<file path="config.mk">
export PLATFORM = sky130hd
export DESIGN_NAME = union_of_spheres_level_value_core
export DESIGN_NICKNAME = d
export VERILOG_FILES = /design/src/hdl/usos_pkg.sv /design/src/hdl/union_of_spheres_level_value_core.sv /design/src/hdl/usos_ball_cell.sv /design/src/hdl/usos_root_cell.sv
export SDC_FILE = /design/constraint.sdc
export NUM_CORES = 2
export LEC_CHECK = 0
export BUFFER_PORTS_ARGS = -buffer_cell sky130_fd_sc_hd__clkbuf_2
export CAP_MARGIN = 0
export CORE_ASPECT_RATIO = 0.8
export CORE_MARGIN = 5
export CORE_UTILIZATION = 25
export CTS_CLUSTER_DIAMETER = 100
export DETAILED_ROUTE_END_ITERATION = 8
export PLACE_DENSITY = 0.47
export SETUP_SLACK_MARGIN = 0.15
export SLEW_MARGIN = 20
export SYNTH_ARGS = -nofsm -noshare
export SYNTH_HDL_FRONTEND = slang
export SYNTH_SLANG_ARGS = --single-unit
</file>
<file path="constraint.sdc">
create_clock -name clk -period 6.55 [get_ports clk]
set_clock_uncertainty 0.05 [all_clocks]
set_input_delay 0.9825 -clock clk [delete_from_list [all_inputs] [get_ports clk]]
set_output_delay 0.9825 -clock clk [all_outputs]
set_load 0.01 [all_outputs]
</file>
<file path="src/hdl/usos_pkg.sv">
// shared types, widths and register codes of the sphere-union level value core
package usos_pkg;

  localparam int MAX_BALLS_DEF = 16;
  localparam int COORD_BITS    = 16;
  localparam int RADIUS_BITS   = 15;
  localparam int LEVEL_BITS    = 18;
  localparam int SQ_W          = 2 * COORD_BITS;
  localparam int SUM_W         = SQ_W + 2;
  localparam int ROOT_W        = COORD_BITS + 1;

  localparam logic signed [LEVEL_BITS-1:0] LEVEL_MOST_NEG =
    {1'b1, {(LEVEL_BITS-1){1'b0}}};

  // register select bit of the configuration address
  localparam logic REG_BALL_COUNT = 1'b0;

  // item operation codes
  localparam logic OP_LOAD     = 1'b0;
  localparam logic OP_EVALUATE = 1'b1;

  typedef struct packed {
    logic [RADIUS_BITS-1:0]       radius;
    logic signed [COORD_BITS-1:0] x;
    logic signed [COORD_BITS-1:0] y;
    logic signed [COORD_BITS-1:0] z;
  } ball_t;

  typedef struct packed {
    logic                   vld;
    logic                   last;
    logic [RADIUS_BITS-1:0] radius;
  } pipe_ctl_t;

  typedef struct packed {
    pipe_ctl_t         ctl;
    logic [SUM_W-1:0]  rem;
    logic [ROOT_W-1:0] q;
  } root_t;

endpackage

</file>
<file path="src/hdl/union_of_spheres_level_value_core.sv">
// top level: ball table chain, distance pipeline and max accumulator
//
// channel   direction  handshake            payload
// in_       input      in_valid / in_stall  op, ball_index, radius, x/y/z_coord
// out_      output     out_valid/out_stall  level_value, empty_flag
// cfg_      input      apb psel/penable     ball_count at byte address 0
//
// a load item writes one cell of the ball chain
// an evaluate item rotates the chain through one full turn, one ball a cycle into the
// distance pipeline, then drains through the difference, square, sum and root stages
// the chain rotation and the drain set the per-item cost; one item is worked at a time
// reset clears control only; ball cells hold whatever was last loaded
// the result waits in the output register; a new item is taken meanwhile
module union_of_spheres_level_value_core #(
  parameter int MAX_BALLS = usos_pkg::MAX_BALLS_DEF
) (
  input  logic                                  clk,
  input  logic                                  rst_n,
  // input channel
  input  logic                                  in_valid,
  output logic                                  in_stall,
  input  logic                                  in_op,
  input  logic [3:0]                            in_ball_index,
  input  logic [usos_pkg::RADIUS_BITS-1:0]      in_radius,
  input  logic signed [usos_pkg::COORD_BITS-1:0] in_x_coord,
  input  logic signed [usos_pkg::COORD_BITS-1:0] in_y_coord,
  input  logic signed [usos_pkg::COORD_BITS-1:0] in_z_coord,
  // result channel
  output logic                                  out_valid,
  input  logic                                  out_stall,
  output logic signed [usos_pkg::LEVEL_BITS-1:0] out_level_value,
  output logic                                  out_empty_flag,
  // configuration port
  input  logic                                  cfg_psel,
  input  logic                                  cfg_penable,
  input  logic                                  cfg_pwrite,
  input  logic [2:0]                            cfg_paddr,
  input  logic [31:0]                           cfg_pwdata,
  output logic [31:0]                           cfg_prdata,
  output logic                                  cfg_pready
);
  import usos_pkg::*;

  localparam int IDX_W = (MAX_BALLS > 1) ? $clog2(MAX_BALLS) : 1;
  localparam logic [IDX_W-1:0] CNT_LAST = IDX_W'(MAX_BALLS - 1);

  typedef enum logic [3:0] {
    ST_IDLE   = 4'b0001,
    ST_ROTATE = 4'b0010,
    ST_DRAIN  = 4'b0100,
    ST_HOLD   = 4'b1000
  } state_t;

  state_t state_r, state_nxt;
  logic [IDX_W-1:0] cnt_r, cnt_nxt;
  logic [4:0] ball_count_r;

  // evaluate point, held for the rotation
  logic signed [COORD_BITS-1:0] px_r, py_r, pz_r;

  // ------------------------------------------------------------------
  // configuration
  // ------------------------------------------------------------------
  logic cfg_wr;
  assign cfg_pready = 1'b1;
  assign cfg_wr     = cfg_psel & cfg_penable & cfg_pwrite & cfg_pready;
  assign cfg_prdata = (cfg_paddr[2] == REG_BALL_COUNT) ? {27'b0, ball_count_r} : 32'b0;

  always_ff @(posedge clk) begin
    if (!rst_n) begin
      ball_count_r <= 5'd1;
    end else if (cfg_wr && cfg_paddr[2] == REG_BALL_COUNT) begin
      ball_count_r <= cfg_pwdata[4:0];
    end
  end

  // balls actually used, clamped to the table size
  logic [8:0] bc_ext, n_eff;
  assign bc_ext = {4'b0, ball_count_r};
  assign n_eff  = (bc_ext > 9'(MAX_BALLS)) ? 9'(MAX_BALLS) : bc_ext;

  // ------------------------------------------------------------------
  // handshake
  // ------------------------------------------------------------------
  logic in_fire, load_fire, eval_fire;
  assign in_stall  = (state_r != ST_IDLE);
  assign in_fire   = in_valid & ~in_stall;
  assign load_fire = in_fire & ~in_op;
  assign eval_fire = in_fire & in_op;

  // ------------------------------------------------------------------
  // ball chain: cell 0 is the head, rotation moves every entry one place down
  // ------------------------------------------------------------------
  ball_t balls [MAX_BALLS];
  ball_t load_ball;
  logic  rotating;

  assign rotating = (state_r == ST_ROTATE);
  assign load_ball = '{radius: in_radius, x: in_x_coord, y: in_y_coord, z: in_z_coord};

  for (genvar i = 0; i < MAX_BALLS; i++) begin : g_ball
    localparam int NX = (i + 1) % MAX_BALLS;
    usos_ball_cell u_cell (
      .clk       (clk),
      .load_en   (load_fire && (9'(in_ball_index) == 9'(i))),
      .shift_en  (rotating),
      .load_ball (load_ball),
      .next_ball (balls[NX]),
      .ball      (balls[i])
    );
  end

  // ------------------------------------------------------------------
  // stage a: absolute coordinate differences
  // ------------------------------------------------------------------
  pipe_ctl_t ctl_a_r, ctl_b_r, ctl_c_r;
  logic [COORD_BITS-1:0] ax_r, ay_r, az_r;
  logic signed [COORD_BITS:0] dx, dy, dz;

  assign dx = (COORD_BITS+1)'(px_r) - (COORD_BITS+1)'(balls[0].x);
  assign dy = (COORD_BITS+1)'(py_r) - (COORD_BITS+1)'(balls[0].y);
  assign dz = (COORD_BITS+1)'(pz_r) - (COORD_BITS+1)'(balls[0].z);

  always_ff @(posedge clk) begin
    if (!rst_n) begin
      ctl_a_r.vld  <= 1'b0;
      ctl_a_r.last <= 1'b0;
    end else begin
      ctl_a_r.vld  <= rotating && (9'(cnt_r) < n_eff);
      ctl_a_r.last <= rotating && (cnt_r == CNT_LAST);
    end
    ctl_a_r.radius <= balls[0].radius;
    ax_r <= COORD_BITS'(dx[COORD_BITS] ? -dx : dx);
    ay_r <= COORD_BITS'(dy[COORD_BITS] ? -dy : dy);
    az_r <= COORD_BITS'(dz[COORD_BITS] ? -dz : dz);
  end

  // stage b: squares
  logic [SQ_W-1:0] sx_r, sy_r, sz_r;
  always_ff @(posedge clk) begin
    if (!rst_n) begin
      ctl_b_r.vld  <= 1'b0;
      ctl_b_r.last <= 1'b0;
    end else begin
      ctl_b_r.vld  <= ctl_a_r.vld;
      ctl_b_r.last <= ctl_a_r.last;
    end
    ctl_b_r.radius <= ctl_a_r.radius;
    sx_r <= SQ_W'(ax_r) * SQ_W'(ax_r);
    sy_r <= SQ_W'(ay_r) * SQ_W'(ay_r);
    sz_r <= SQ_W'(az_r) * SQ_W'(az_r);
  end

  // stage c: sum of squares
  logic [SUM_W-1:0] sum_r;
  always_ff @(posedge clk) begin
    if (!rst_n) begin
      ctl_c_r.vld  <= 1'b0;
      ctl_c_r.last <= 1'b0;
    end else begin
      ctl_c_r.vld  <= ctl_b_r.vld;
      ctl_c_r.last <= ctl_b_r.last;
    end
    ctl_c_r.radius <= ctl_b_r.radius;
    sum_r <= SUM_W'(sx_r) + SUM_W'(sy_r) + SUM_W'(sz_r);
  end

  // ------------------------------------------------------------------
  // square root chain, one root bit per cell, msb first
  // ------------------------------------------------------------------
  root_t rc [ROOT_W+1];
  assign rc[0] = '{ctl: ctl_c_r, rem: sum_r, q: '0};

  for (genvar g = 0; g < ROOT_W; g++) begin : g_root
    usos_root_cell #(.BIT(ROOT_W - 1 - g)) u_root (
      .clk   (clk),
      .rst_n (rst_n),
      .din   (rc[g]),
      .dout  (rc[g+1])
    );
  end

  // ------------------------------------------------------------------
  // radius minus distance and running max
  // ------------------------------------------------------------------
  logic signed [LEVEL_BITS-1:0] v, best_r;
  logic seen_r, done_r, take;

  assign v    = signed'(LEVEL_BITS'(rc[ROOT_W].ctl.radius)) -
                signed'(LEVEL_BITS'(rc[ROOT_W].q));
  assign take = rc[ROOT_W].ctl.vld && (!seen_r || v > best_r);

  always_ff @(posedge clk) begin
    if (!rst_n) begin
      seen_r <= 1'b0;
      done_r <= 1'b0;
    end else begin
      done_r <= rc[ROOT_W].ctl.last;
      if (eval_fire) begin
        seen_r <= 1'b0;
      end else if (rc[ROOT_W].ctl.vld) begin
        seen_r <= 1'b1;
      end
    end
    if (take) begin
      best_r <= v;
    end
  end

  // ------------------------------------------------------------------
  // sequencer and output register
  // ------------------------------------------------------------------
  logic out_valid_r, out_valid_nxt, out_load, out_free;
  logic signed [LEVEL_BITS-1:0] out_level_r;
  logic out_empty_r;

  assign out_free = ~out_valid_r | ~out_stall;

  always_comb begin
    state_nxt = state_r;
    cnt_nxt   = cnt_r;
    out_load  = 1'b0;
    unique case (state_r)
      ST_IDLE: begin
        cnt_nxt = '0;
        if (eval_fire) begin
          state_nxt = ST_ROTATE;
        end
      end
      ST_ROTATE: begin
        cnt_nxt = cnt_r + IDX_W'(1);
        if (cnt_r == CNT_LAST) begin
          state_nxt = ST_DRAIN;
        end
      end
      ST_DRAIN: begin
        if (done_r) begin
          if (out_free) begin
            out_load  = 1'b1;
            state_nxt = ST_IDLE;
          end else begin
            state_nxt = ST_HOLD;
          end
        end
      end
      ST_HOLD: begin
        if (out_free) begin
          out_load  = 1'b1;
          state_nxt = ST_IDLE;
        end
      end
      default: begin
        state_nxt = ST_IDLE;
      end
    endcase
  end

  assign out_valid_nxt = out_load | (out_valid_r & out_stall);

  always_ff @(posedge clk) begin
    if (!rst_n) begin
      state_r     <= ST_IDLE;
      cnt_r       <= '0;
      out_valid_r <= 1'b0;
    end else begin
      state_r     <= state_nxt;
      cnt_r       <= cnt_nxt;
      out_valid_r <= out_valid_nxt;
    end
    if (eval_fire) begin
      px_r <= in_x_coord;
      py_r <= in_y_coord;
      pz_r <= in_z_coord;
    end
    if (out_load) begin
      out_level_r <= seen_r ? best_r : LEVEL_MOST_NEG;
      out_empty_r <= ~seen_r;
    end
  end

  assign out_valid       = out_valid_r;
  assign out_level_value = out_level_r;
  assign out_empty_flag  = out_empty_r;

`ifndef ASSERT_OFF
  a_done_in_drain: assert property (@(posedge clk) disable iff (!rst_n)
    done_r |-> state_r == ST_DRAIN)
    else $error("result completed outside drain");

  a_rotate_len: assert property (@(posedge clk) disable iff (!rst_n)
    (state_r == ST_ROTATE && cnt_r == CNT_LAST) |=> state_r == ST_DRAIN)
    else $error("rotation did not end after a full turn");

  a_empty_value: assert property (@(posedge clk) disable iff (!rst_n)
    (out_valid_r && out_empty_flag) |-> out_level_value == LEVEL_MOST_NEG)
    else $error("empty result without most negative value");

  a_state_onehot: assert property (@(posedge clk) disable iff (!rst_n)
    $onehot(state_r))
    else $error("state register not one-hot");
`endif

endmodule

</file>
<file path="src/hdl/usos_ball_cell.sv">
// one table cell of the rotating ball chain
module usos_ball_cell (
  input  logic           clk,
  input  logic           load_en,
  input  logic           shift_en,
  input  usos_pkg::ball_t load_ball,
  input  usos_pkg::ball_t next_ball,
  output usos_pkg::ball_t ball
);
  import usos_pkg::*;

  ball_t ball_r;
  ball_t ball_nxt;

  always_comb begin
    ball_nxt = ball_r;
    if (load_en) begin
      ball_nxt = load_ball;
    end else if (shift_en) begin
      ball_nxt = next_ball;
    end
  end

  always_ff @(posedge clk) begin
    ball_r <= ball_nxt;
  end

  assign ball = ball_r;

endmodule

</file>
<file path="src/hdl/usos_root_cell.sv">
// one bit of the pipelined integer square root
module usos_root_cell #(
  parameter int BIT = 0
) (
  input  logic           clk,
  input  logic           rst_n,
  input  usos_pkg::root_t din,
  output usos_pkg::root_t dout
);
  import usos_pkg::*;

  localparam int TW = SUM_W + 2;

  logic [TW-1:0] trial;
  logic [TW-1:0] rem_ext;
  logic          fits;
  root_t         st_r;
  root_t         st_nxt;

  // (q + 2^k)^2 - q^2 = q * 2^(k+1) + 2^(2k)
  assign trial   = (TW'(din.q) << (BIT + 1)) + (TW'(1) << (2 * BIT));
  assign rem_ext = TW'(din.rem);
  assign fits    = (rem_ext >= trial);

  always_comb begin
    st_nxt = din;
    if (fits) begin
      st_nxt.rem = SUM_W'(rem_ext - trial);
      st_nxt.q   = din.q | (ROOT_W'(1) << BIT);
    end
  end

  always_ff @(posedge clk) begin
    if (!rst_n) begin
      st_r.ctl.vld  <= 1'b0;
      st_r.ctl.last <= 1'b0;
    end else begin
      st_r.ctl.vld  <= st_nxt.ctl.vld;
      st_r.ctl.last <= st_nxt.ctl.last;
    end
    st_r.ctl.radius <= st_nxt.ctl.radius;
    st_r.rem        <= st_nxt.rem;
    st_r.q          <= st_nxt.q;
  end

  assign dout = st_r;

endmodule
</file>
## Word level (Yosys, flattened, before mapping)

Cells that the tools add are included.

| word-level totals | value |
|---|---|
| register bits | 2460 |
| input bits | 110 |
| output and inout bits | 54 |
| word-level logic and storage cells | 402 |

| operators by class | value |
|---|---|
| add/sub/neg operators | 42 |
| $mul | 3 |
| magnitude comparators | 20 |
| eq/ne operators | 25 |
| muxes and demuxes | 63 |
| bitwise operators | 15 |
| reductions and logical operators | 42 |

Operators with widths:

| kind | number |
|---|---|
| 2-to-1 mux 63 bit | 32 |
| 2-to-1 mux 51 bit | 16 |
| greater-or-equal comparator 34 x 36 -> 1 bit | 16 |
| subtractor 34 bit | 15 |
| multiplier 16 x 16 -> 32 bit | 3 |
| subtractor 16 x 16 -> 17 bit | 3 |
| 2-to-1 mux 16 bit | 3 |
| negator 16 bit | 3 |
| == test 4 bit (second input constant) | 10 |
| adder 33 x 31 -> 34 bit (second input constant) | 1 |
| adder 33 x 32 -> 34 bit | 1 |
| greater-or-equal comparator 34 x 33 -> 1 bit (second input constant) | 1 |
| nonzero test 2 bit | 17 |
| subtractor 34 x 33 -> 34 bit (second input constant) | 1 |
| adder 32 x 29 -> 33 bit (second input constant) | 1 |
| adder 32 x 32 -> 33 bit | 1 |
| adder 31 x 27 -> 32 bit (second input constant) | 1 |
| adder 30 x 25 -> 31 bit (second input constant) | 1 |
| adder 29 x 23 -> 30 bit (second input constant) | 1 |
| adder 28 x 21 -> 29 bit (second input constant) | 1 |
| adder 27 x 19 -> 28 bit (second input constant) | 1 |
| adder 26 x 17 -> 27 bit (second input constant) | 1 |
| adder 25 x 15 -> 26 bit (second input constant) | 1 |
| adder 24 x 13 -> 25 bit (second input constant) | 1 |
| other kinds (32) | 78 |

## Logic depth before layout (Yosys ltp)

| logic depth | value |
|---|---|
| depth in word-level cells | 6 |
| gate-level depth with buffers | 26 |
| gate-level depth less buffers | 25 |

## By module

Synthesis repeated with hierarchy kept, for this count alone.

| unflattened totals | value |
|---|---|
| cell total of the unflattened synthesis | 11107 |
| area total of the unflattened synthesis | 134151.2 µm² |

Modules (own cells, without submodules):

| module | times used | cells each | area each (µm²) | sequential area each (µm²) |
|---|---|---|---|---|
| usos_ball_cell | 16 | 134 | 2960.3 | 1891.8 |
| union_of_spheres_level_value_core | 1 | 3862 | 36706.5 | 7397.1 |
| usos_root_cell (g_root[14].u_root) | 1 | 344 | 3251.9 | 1361.3 |
| usos_root_cell (g_root[15].u_root) | 1 | 350 | 3235.6 | 1361.3 |
| usos_root_cell (g_root[12].u_root) | 1 | 347 | 3184.3 | 1361.3 |
| usos_root_cell (g_root[13].u_root) | 1 | 337 | 3066.7 | 1361.3 |
| usos_root_cell (g_root[11].u_root) | 1 | 325 | 3010.4 | 1361.3 |
| usos_root_cell (g_root[16].u_root) | 1 | 319 | 3005.4 | 1361.3 |
| usos_root_cell (g_root[9].u_root) | 1 | 309 | 2987.9 | 1361.3 |
| usos_root_cell (g_root[7].u_root) | 1 | 288 | 2957.8 | 1361.3 |
| usos_root_cell (g_root[8].u_root) | 1 | 287 | 2901.5 | 1361.3 |
| usos_root_cell (g_root[10].u_root) | 1 | 285 | 2872.8 | 1361.3 |
| usos_root_cell (g_root[5].u_root) | 1 | 288 | 2867.8 | 1361.3 |
| usos_root_cell (g_root[2].u_root) | 1 | 266 | 2861.5 | 1361.3 |
| 5 more rows | -- | -- | -- | -- |

## Worst setup path before layout

Ideal clock, no wire load.

| timing path | value |
|---|---|
| kind | register to register |
| start | register az_r[4] |
| end | register sz_r[25] |
| library setup time | 0.072 ns |
| arrival time | 6.182 ns |
| data required time | 6.428 ns |
| setup slack | 0.246 ns |
| cell stages (with the launch flop) | 24 |
| path buffers | 2 |
| period minus slack after synthesis | 6.304 ns |
| path through | dfxtp_1 clkbuf_1 clkbuf_1 nand2_1 fa_1 inv_1 fa_1 fa_1 fa_1 fa_1 inv_1 fa_1 inv_1 ha_1 a21oi_1 nor2b_1 o21ai_0 nand2b_1 a211oi_1 a211oi_1 a211o_1 a21o_1 a21oi_1 xnor2_1 |

| on the way | value |
|---|---|
| longest elaborated chain between the ends | 1 |

RTL lines:

| item | line | RTL |
|---|---|---|
| from (decl) | union_of_spheres_level_value_core.sv:117 | `logic [COORD_BITS-1:0] ax_r, ay_r, az_r;` |
| from (signal assigned) | union_of_spheres_level_value_core.sv:135 | `az_r <= COORD_BITS'(dz[COORD_BITS] ? -dz : dz);` |
| multiplier 16 x 16 -> 32 bit | union_of_spheres_level_value_core.sv:151 | `sz_r <= SQ_W'(az_r) * SQ_W'(az_r);` |
| to (signal assigned) | union_of_spheres_level_value_core.sv:151 |  |
| to (decl) | union_of_spheres_level_value_core.sv:139 | `logic [SQ_W-1:0] sx_r, sy_r, sz_r;` |

No other way between the ends.
A chain may end at the register's enable or synchronous reset.

## Worst setup path after layout

| timing path | value |
|---|---|
| start | register az_r[1] |
| end | register sz_r[31] |

The elaborated chain is that of the path after synthesis.

==> key figures <==
STA
  • Max frequency: between 150 and 200 MHz
  • Headroom to the max-slew limit: between 20% and 30%
  • Final Hold Viols: 0
  • Hold_ws: ~0.22 ns
  • Pins over their slew limit: 0
  • Slew @ Worst Pin: between 1 and 1.5 ns
  • Setup violators final: 0
  • Post-route clock period utilization: 95.06%
  • Unrepaired setup endpoints after global routing: true
  • Min Clock Period, post-route: 6.226 ns

Worst setup path
  • Max FO, Critical Path: 5
  • WP data arrival: between 6 and 7 ns
  • Element type at the critical path end: register
  • CP Class: reg2reg
  • Worst reg2reg startpoint: az_r[1]
  • R2R Setup Slk: between 0.3 and 0.4 ns
  • Crit path launch type: register
  • R2r endpoint: sz_r[31]
  • R2R cell count: 25
  • CP Data Required Time: slightly above 7 ns

Drt
  • Drt pass-1 iters: 6
  • Via count: 65090
  • DRC viols: 0
  • Starting DRC count in detailed routing: approximately 4100
  • DR vias/cell: ~4.3
  • Wire per inst: around 19 µm
  • Remaining antenna violation count after routing: 0
  • WL final: roughly 280000 µm

Global route
  • Global-route wire length before repair: roughly 430000 µm
  • Final global-route overflow total: 0
  • Pin count of the biggest net entering global routing: 73
  • Vias in the first global route: just under 70000
  • Antenna violations before repair: 60
  • Total Routing Usage GR: about 12%

Die
  • Initial Utilization: between 20 and 30%
  • Die W: 752.8 µm
  • Core region area: 440200 µm²
  • FP Rows: 218
  • Die ar.: about 450000 µm²
  • Chip height: 604.2 µm
  • I/O pin count: roughly 160

Place
  • Placed standard-cell area: between 100000 and 150000 µm²
  • DP HPWL: roughly 200000 µm
  • PortBufs: about 110
  • Cells after DPL: ~15000
  • Routability cong.: about 0.83

Synth
  • Ys flop type: dfxtp_1
  • Top-area cell type share of the netlist area: between 20% and 30%
  • #FFs+latches synth: 2321
  • Distinct cell type count after synthesis: 92
  • Synthesized cell area: between 100000 and 150000 µm²
  • Area leader, netlist: edfxtp_1
  • Synth top cells by count: dfxtp_1 (1228), inv_1 (1103), edfxtp_1 (1093)
  • Top cells by area, synth: edfxtp_1 (30%), dfxtp_1 (22%), mux2_2 (9.9%)
  • Sequential area share after synthesis: 52.02%
  • Synth Instances: between 8000 and 9000
  • Share of flip-flops with an asynchronous set or reset: 0%
  • Count leader, synth: dfxtp_1
  • Mean Syn Cell Area: roughly 12 µm²
  • EDFF count, synth: around 1100
  • Ys Warns: 0

Final layout
  • Register Area: 57470 µm²
  • Post-Route Utilization: 28.81%
  • Synthesis-to-finish area growth: 14.93%
  • Area of the multi-input gates: about 48000 µm²
  • Fin area: 126800 µm²
  • Finished Layout Cells: 15170
  • Fillers: between 40000 and 50000
  • Nets@finish: around 10000
  • Layout cells sized above 1: a little under a fifth

Hold path
  • Worst Hold Class: reg2reg
  • Hold Crit Start: ctl_c_r[4]
  • Hold path depth: 0
  • WHS Endpoint: g_root[0].u_root.dout[55]

CTS
  • Worst-skew pair later-pin latency: 0.90 ns
  • Number of CTS-inserted buffers: 230
  • CTS sink cnt: 2321
  • Clk pin slew, worst setup/hold paths: approximately 0.07 ns
  • H-tree levels: 4
  • Root buffer cell: clkbuf_16
  • TritonCTS clock tree: done
  • Clock Path Buffers: 4

Status
  • Outcome: completed

Flow run
  • Max capacitance violation total: 0
==> through the flow <==
stage                     setup slack (ns)  TNS (ns)
after floorplan                     0.2461         0
after global placement             -0.1546   -0.1546
after detailed placement           -0.1475   -0.1475
after CTS                           0.1523         0
after global routing                0.1010         0
final                               0.3236         0
==> cells by family (layout without fill, tap and decap cells) <==
family / after synthesis / count (layout) / share of synthesized area (%)
adders and majority gates: 1120 / 1120 / 16.29
AOI/OAI and AO/OA: 999 / 999 / 5.732
xor gates and xnor gates: 442 / 442 / 3.508
and+or+nand+nor: 1633 / 1633 / 7.462
DFF: 2321 / 2321 / 52.02
muxes: 988 / 988 / 10.07
other: 2 / 45 / 0.006806
buffers and inverters: 1411 / 1790 / 4.911
==> per-layer routing <==
| layer | GRT usage (%) | vias to the layer above | part of all wire [%] |
|---|---|---|---|
| li1 | - | 30900 | - |
| met1 | 17.19 | 32580 | 49 |
| met2 | 19.79 | 1186 | 46 |
| met3 | 1.618 | 422 | 3.6 |
| met4 | 2.448 | 4 | 2.0 |
| met5 | 0 | - | 0.0096 |
==> area by class of cell <==
| cell class | instances | share of cell area, % |
|---|---|---|
| clock inverter | 109 | 1.103 |
| antenna | 14 | 0.02763 |
| tap | 5830 | 5.752 |
| clock buffer | 312 | 5.030 |
| multi-input combinational | 5213 | 38.06 |
| sequential | 2321 | 45.32 |
| timing repair buffer | 264 | 1.434 |
| inverter | 1105 | 3.271 |
==> critical path, stage by stage, from the launching register on <==
cell,delay [ns]
dfxtp_4,0.37
and2_1,0.19
fa_1,0.54
inv_1,0.05
fa_1,0.48
inv_1,0.05
fa_1,0.50
inv_1,0.05
fa_1,0.48
inv_1,0.05
fa_1,0.53
inv_1,0.06
fa_1,0.53
inv_1,0.07
ha_4,0.26
and4_1,0.20
nand2_1,0.08
nand2_1,0.05
a21o_1,0.19
a211oi_2,0.18
buf_4,0.17
a211oi_1,0.08
a211o_1,0.30
buf_4,0.15
a311o_1,0.29
xnor2_2,0.16
==> repair_timing <==
action	CTS	global route
pin swaps	3	31
hold endpoints to repair	0	0
resized for setup	18	120
hold buffers	0	0
gates cloned	0	0
setup endpoints to repair	12	31
buffers inserted	3	6
==> worst max-delay path by stage <==
stage / from / to / slack (ns) / cells after the start
global placement: ay_r[11] / sy_r[29] / -0.15 / 23
finish: az_r[1] / sz_r[31] / 0.32 / 25
floorplan: az_r[4] / sz_r[25] / 0.25 / 23
CTS: ay_r[0] / sy_r[28] / 0.15 / 25
detailed placement: ay_r[11] / sy_r[29] / -0.15 / 23
global route: az_r[3] / sz_r[31] / 0.10 / 26
==> placed cells by master, fill, tap and decap left out, types with 33 or more instances in the layout <==
cell	count
clkbuf_1	49
ha_1	580
a21oi_1	223
or3_1	33
o21a_1	63
xnor2_1	286
fa_1	527
dfxtp_1	1199
nand2_1	507
inv_1	1103
a21o_1	136
clkbuf_2	107
and2_1	204
o31ai_1	33
mux2_2	974
nor4_1	80
clkbuf_16	230
o21ai_0	290
nor2_1	262
nor2b_1	82
xor2_1	153
nand2b_1	76
buf_4	139
nand3_1	61
o21bai_1	36
nor3_1	104
clkinv_2	35
nand4_1	45
edfxtp_1	1093
==> registers in the layout, summed over array words and instances, names as in the netlist, 18 cells and up <==
name	flops
best_r	18
g_ball.u_cell.ball	1008
g_root.u_root.dout	986
out_level_value	18
sum_r	34
sx_r	31
sy_r	31
sz_r	31
Power is left out: the tool's default activity adds up to more than one toggle a clock period on the data nets, which glitch-free logic cannot reach.
